File: config.mk
export PLATFORM = sky130hd
export DESIGN_NAME = ffha_ram
export DESIGN_NICKNAME = d
export VERILOG_FILES = /design/src/rtl/assert_macros.svh /design/src/rtl/ffha_ram.sv
export SDC_FILE = /design/constraint.sdc
export NUM_CORES = 2
export LEC_CHECK = 0
export BUFFER_PORTS_ARGS = -buffer_cell sky130_fd_sc_hd__buf_2
export CORE_MARGIN = 3
export CORE_UTILIZATION = 60
export CTS_BUF_LIST = sky130_fd_sc_hd__clkbuf_4 sky130_fd_sc_hd__clkbuf_8 sky130_fd_sc_hd__clkbuf_16
export CTS_CLUSTER_SIZE = 40
export DETAILED_ROUTE_END_ITERATION = 10
export MAX_ROUTING_LAYER = met4
export PLACE_DENSITY_LB_ADDON = 0.25
export SLEW_MARGIN = 20
export SYNTH_ARGS = -nofsm -noshare
export SYNTH_HDL_FRONTEND = slang
export SYNTH_SLANG_ARGS = --single-unit
File: constraint.sdc
create_clock -name clk -period 4.2 [get_ports clk]
set_input_delay 0 -clock clk [delete_from_list [all_inputs] [get_ports clk]]
set_output_delay 0 -clock clk [all_outputs]
set_load 0.02 [all_outputs]
File: src/rtl/assert_macros.svh
// Concurrent check helpers for the RTL.
`ifndef ASSERT_MACROS_SVH
`define ASSERT_MACROS_SVH

// Same-cycle implication.
`define CHK_IMPL(lbl, clk, rst, a, c) \
  lbl: assert property (@(posedge clk) disable iff (rst) (a) |-> (c)) \
    else $error("check failed");

// Next-cycle implication.
`define CHK_NEXT(lbl, clk, rst, a, c) \
  lbl: assert property (@(posedge clk) disable iff (rst) (a) |=> (c)) \
    else $error("check failed");

`endif

File: src/rtl/ffha_ram.sv
`timescale 1ns / 1ps
`default_nettype none
module ffha_ram #(
  parameter int WIDTH = 32,
  parameter int DEPTH = 64
) (
  input  wire logic                     clk,
  input  wire logic                     we,
  input  wire logic [$clog2(DEPTH)-1:0] waddr,
  input  wire logic [WIDTH-1:0]         wdata,
  input  wire logic [$clog2(DEPTH)-1:0] raddr,
  output logic      [WIDTH-1:0]         rdata
);

  logic [WIDTH-1:0] mem [DEPTH];

  always_ff @(posedge clk) begin
    if (we) mem[waddr] <= wdata;
    rdata <= mem[raddr];
  end

endmodule
`default_nettype wire

## After elaboration in Yosys (flattened, before gate mapping)

Memories as Yosys holds them, arrays and structs flattened. A register that Yosys moved wholly into a read port is not among the register bits.
Cells that the tools add are included.

| cells by class | value |
|---|---|
| mux-type cells | 2 |

Operator list:

| kind | number |
|---|---|
| $mux 1 | 2 |

| storage, ports and cells | value |
|---|---|
| register bits after elaboration | 0 |
| RAM bits | 2048 |
| output and inout bits | 32 |
| word-level logic and storage cells | 3 |
| memories kept | 1 |

Memories:

| memory | depth | width | read ports | clocked after Yosys merged registers in | wr ports | line | source |
|---|---|---|---|---|---|---|---|
| mem | 64 | 32 | 1 | 1 | 1 | ffha_ram.sv:15 | `logic [WIDTH-1:0] mem [DEPTH];` |

## Logic depth before layout (Yosys ltp)

| depth | value |
|---|---|
| depth in word-level cells | 2 |
| mapped depth | 10 |
| depth with buffers taken out | 5 |

## Worst setup path after synthesis

No wires, ideal clock.

| timing | value |
|---|---|
| kind | input to register |
| start point | input port waddr[3] |
| end point | memory mem[48][0] (enable) |
| setup time | 0.461 ns |
| data arrival time | 2.699 ns |
| data required time | 3.739 ns |
| path slack | 1.040 ns |
| stages on the path | 4 |
| path buffers | 1 |
| path through | clkbuf_1 nor2b_1 nand4b_1 nor3_1 |

RTL lines:

| element | line | source |
|---|---|---|
| from (decl) | ffha_ram.sv:9 | `input wire logic [$clog2(DEPTH)-1:0] waddr,` |
| to (decl) | ffha_ram.sv:15 |  |

No word-level cell before the write port.

## Worst setup path after layout

| timing | value |
|---|---|
| start point | input port waddr[1] |
| end point | memory mem[43][25] (enable) |

No word-level cell before the write port.

==> impl_metrics.env <==
export IMPL_yosysWarningCount=0
export IMPL_setup_worst_path_start="waddr[1]"
export IMPL_track_usage=0.3121
export IMPL_setup_viol_count_final=0
export IMPL_tritoncts="done"
export IMPL_intPower_w=0.03420
export IMPL_count_of_flip_flops_with_a_built_in_enable_after_synthesis=2048
export IMPL_cts_sink_cnt=2080
export IMPL_grt_start_max_net_pins=65
export IMPL_die_width_um=367.7
export IMPL_cts_root_to_sink_buffers=3
export IMPL_timing_critical_path_from_type="primary input"
export IMPL_leakage_nw=28.11
export IMPL_worst_path_max_fanout=21
export IMPL_synth_cell_area_um2=78520
export IMPL_ys_seq_area_frac=0.7914
export IMPL_synthesis_nets=3370
export IMPL_syn2layout_area_growth_pct=13.67
export IMPL_power_share_clock=0.414
export IMPL_h_tree_level_count=4
export IMPL_vias=38220
export IMPL_num_rows=132
export IMPL_final_max_slew_viol_count=0
export IMPL_clock_insertion_delay_worst_skew_ps=820
export IMPL_dieHeight_um=367.7
export IMPL_multi_input_area_um2=15970
export IMPL_synth_cells_most_frequent="2048 x sky130_fd_sc_hd__edfxtp_1, 544 x sky130_fd_sc_hd__mux4_2, 137 x sky130_fd_sc_hd__nor2_1"
export IMPL_gp_congestion=0.8426
export IMPL_area_after_detailed_placement_um2=82230
export IMPL_ff2ff_path_depth=4
export IMPL_n_fill_cell=7561
export IMPL_cp_end_kind="flip-flop"
export IMPL_setup_reg_to_reg_worst_slack_ps=1930
export IMPL_grt_overflow_total=0
export IMPL_die_area_um2=135200
export IMPL_timing_worst_setup_path_type="primary input to flip-flop"
export IMPL_avgRoutedWirePerCell_um=36.06
export IMPL_initial_antenna_violation_count=21
export IMPL_post_synth_top_area_fraction=0.7833
export IMPL_totalNegativeSetupSlack_ps=0
export IMPL_design_area_um2=89250
export IMPL_cell_at_the_root_of_the_clock_tree="sky130_fd_sc_hd__clkbuf_16"
export IMPL_switching_share=0.2092
export IMPL_seqPwrFrac=0.534
export IMPL_ys_seq_elements=2080
export IMPL_cts_setup_buffers=0
export IMPL_io_pin_count=78
export IMPL_floorplan_initialDensity=0.6056
export IMPL_worst_clock_skew_ps=32.09
export IMPL_whs_path_depth=5
export IMPL_hp_class="primary input to flip-flop"
export IMPL_drt_pass_1_iters=6
export IMPL_timing_hold_violations_final=0
export IMPL_pwr_density_cell_nw_per_um2=484.6
export IMPL_rr_startpoint="mem[29][10]"
export IMPL_irDropWorstVdd_uv=423.1
export IMPL_syn_area_per_cell_um2=23.62
export IMPL_status="completed"
export IMPL_hold_worst_slack_ps=30.86
export IMPL_total_area_of_sequential_cells_um2=62140
export IMPL_post_route_util=0.6884
export IMPL_grt_first_pass_wirelength_um=285600
export IMPL_synth_top_flop_cell="sky130_fd_sc_hd__edfxtp_1"
export IMPL_drt_initial_drc_count=6470
export IMPL_clk_transition_reported_paths_ps=60
export IMPL_worst_hold_startpoint="raddr[2]"
export IMPL_critical_path_arrival_ps=3270
export IMPL_synthTopCellsByArea="sky130_fd_sc_hd__edfxtp_1 78%, sky130_fd_sc_hd__mux4_2 16%, sky130_fd_sc_hd__mux2i_1 1.2%"
export IMPL_library_cell_with_the_highest_instance_count_after_synthesis="sky130_fd_sc_hd__edfxtp_1"
export IMPL_fmax_ghz=0.3594
export IMPL_drv_cap=0
export IMPL_post_dp_hpwl_um=112600
export IMPL_tightest_slew_ps=1147
export IMPL_crit_required_ps=4690
export IMPL_grt_pass1_vias=38260
export IMPL_io_buffer_count=77
export IMPL_post_place_setup_slack_ps=896.4
export IMPL_synthDistinctLibCells=34
export IMPL_share_of_flip_flops_with_an_asynchronous_set_or_reset=0
export IMPL_slew_limit_headroom=0.2335
export IMPL_number_of_buffers_inserted_during_clock_tree_synthesis=198
export IMPL_fin_crit_sh=0.6625
export IMPL_routed_via_density=6.885
export IMPL_fin_nets=3676
export IMPL_synth_top_area_cell="sky130_fd_sc_hd__edfxtp_1"
export IMPL_min_to="rdata[30]"
export IMPL_core_um2=129600
export IMPL_setup_ws_ps=1417
export IMPL_timing_rr_end="rdata[10]"
export IMPL_power_net_switching_w=0.009047
export IMPL_antenna_left=0
export IMPL_fraction_of_final_layout_cells_sized_beyond_drive_strength_1=0.3135
export IMPL_routed_wl_um=200200
export IMPL_combPwrFrac=0.052
export IMPL_period_minus_slack_ps=2783
export IMPL_syn_inst=3324
export IMPL_grt_setup_unrepaired="false"
export IMPL_detail_route_drc_violations=0
==> worst max-delay path: stages <==
cell                            delay, ps
sky130_fd_sc_hd__dlygate4sd3_1        680
sky130_fd_sc_hd__buf_2                280
sky130_fd_sc_hd__nor2b_1              210
sky130_fd_sc_hd__nand3_1              610
sky130_fd_sc_hd__nor2_4              1130
sky130_fd_sc_hd__buf_4                350
==> how the worst max path moves through the flow <==
| stage | endpoint | slack [ps] | cells past startpoint |
|---|---|---|---|
| 2_1_floorplan | mem[48][0] | 1040 | 4 |
| 3_3_place_gp | rdata[10] | 950 | 9 |
| 3_5_place_dp | rdata[10] | 900 | 9 |
| 4_1_cts | mem[43][25] | 1570 | 6 |
| 5_1_grt | mem[43][3] | 1410 | 6 |
| 6_report | mem[43][25] | 1420 | 6 |
==> cell type report <==
type | instances | area share
Timing Repair Buffer | 288 | 0.02636
Sequential cell | 2080 | 0.6962
Clock inverter | 103 | 0.01089
Tap cell | 1742 | 0.02442
Multi-Input combinational cell | 1062 | 0.1789
Antenna cell | 13 | 0.0003645
Clock buffer | 263 | 0.06281
==> power by group through the flow <==
stage	registers (W)	logic (W)	clock network (W)
floorplan	0.0235	0.00112	0
global placement	0.0235	0.00215	0
detailed placement	0.0235	0.00220	0
CTS	0.0231	0.00224	0.0180
global route	0.0231	0.00236	0.0188
finish	0.0231	0.00226	0.0179
==> through the flow <==
step	power [W]	cells
2_1_floorplan	0.02463	3324
3_3_place_gp	0.02568	5134
3_5_place_dp	0.02573	5134
4_1_cts	0.04338	5535
5_1_grt	0.04430	5546
6_report	0.04325	5551
==> repair_timing <==
action | CTS | global route
hold endpoints to repair | 1813 | 192
gates resized for setup | 0 | 0
hold buffers | 35 | 3
==> flip-flops by register name (all words and copies together), names as in the netlist <==
register  flops
mem        2048
rdata        32
==> cells in the final DEF (no fill, tap or decap), types with 12 or more instances in the layout <==
master                          netlist  layout
sky130_fd_sc_hd__nand2_1             26      25
sky130_fd_sc_hd__o22ai_1             84      84
sky130_fd_sc_hd__mux2i_1             93      93
sky130_fd_sc_hd__edfxtp_1          2048    2048
sky130_fd_sc_hd__nor2b_1             15      15
sky130_fd_sc_hd__diode_2              0      13
sky130_fd_sc_hd__a21oi_1             62      62
sky130_fd_sc_hd__buf_4               25     168
sky130_fd_sc_hd__buf_2               57      61
sky130_fd_sc_hd__clkinv_2             0      33
sky130_fd_sc_hd__clkbuf_16            0     203
sky130_fd_sc_hd__o221ai_1            27      27
sky130_fd_sc_hd__nor2_4               0      62
sky130_fd_sc_hd__buf_12               0      18
sky130_fd_sc_hd__bufinv_16            0      17
sky130_fd_sc_hd__mux4_2             544     544
sky130_fd_sc_hd__dlygate4sd3_1        0      38
sky130_fd_sc_hd__clkinv_1             0      39
sky130_fd_sc_hd__dfxtp_1             32      32
sky130_fd_sc_hd__clkbuf_8             0      12
sky130_fd_sc_hd__a22oi_1             12      12
sky130_fd_sc_hd__nor2_1             137      75
sky130_fd_sc_hd__clkbuf_4             0      48
==> metal layers <==
metal	global-route usage	wire (um)
met1	0.4515	73550
met2	0.4587	94700
met3	0.07073	26290
met4	0.09021	5632
met5	-	0
==> cells by family (layout without fill, tap and decap cells) <==
kind of cell	after synthesis	in the layout	synth area share
DFF	2080	2080	0.7914
muxes	637	637	0.1679
and+or+nand+nor	223	223	0.01265
AOI/OAI and AO/OA	202	202	0.01673
buffers and inverters	182	654	0.01128
other	0	13	0
Note: power is estimated with default switching activity, not from simulation.
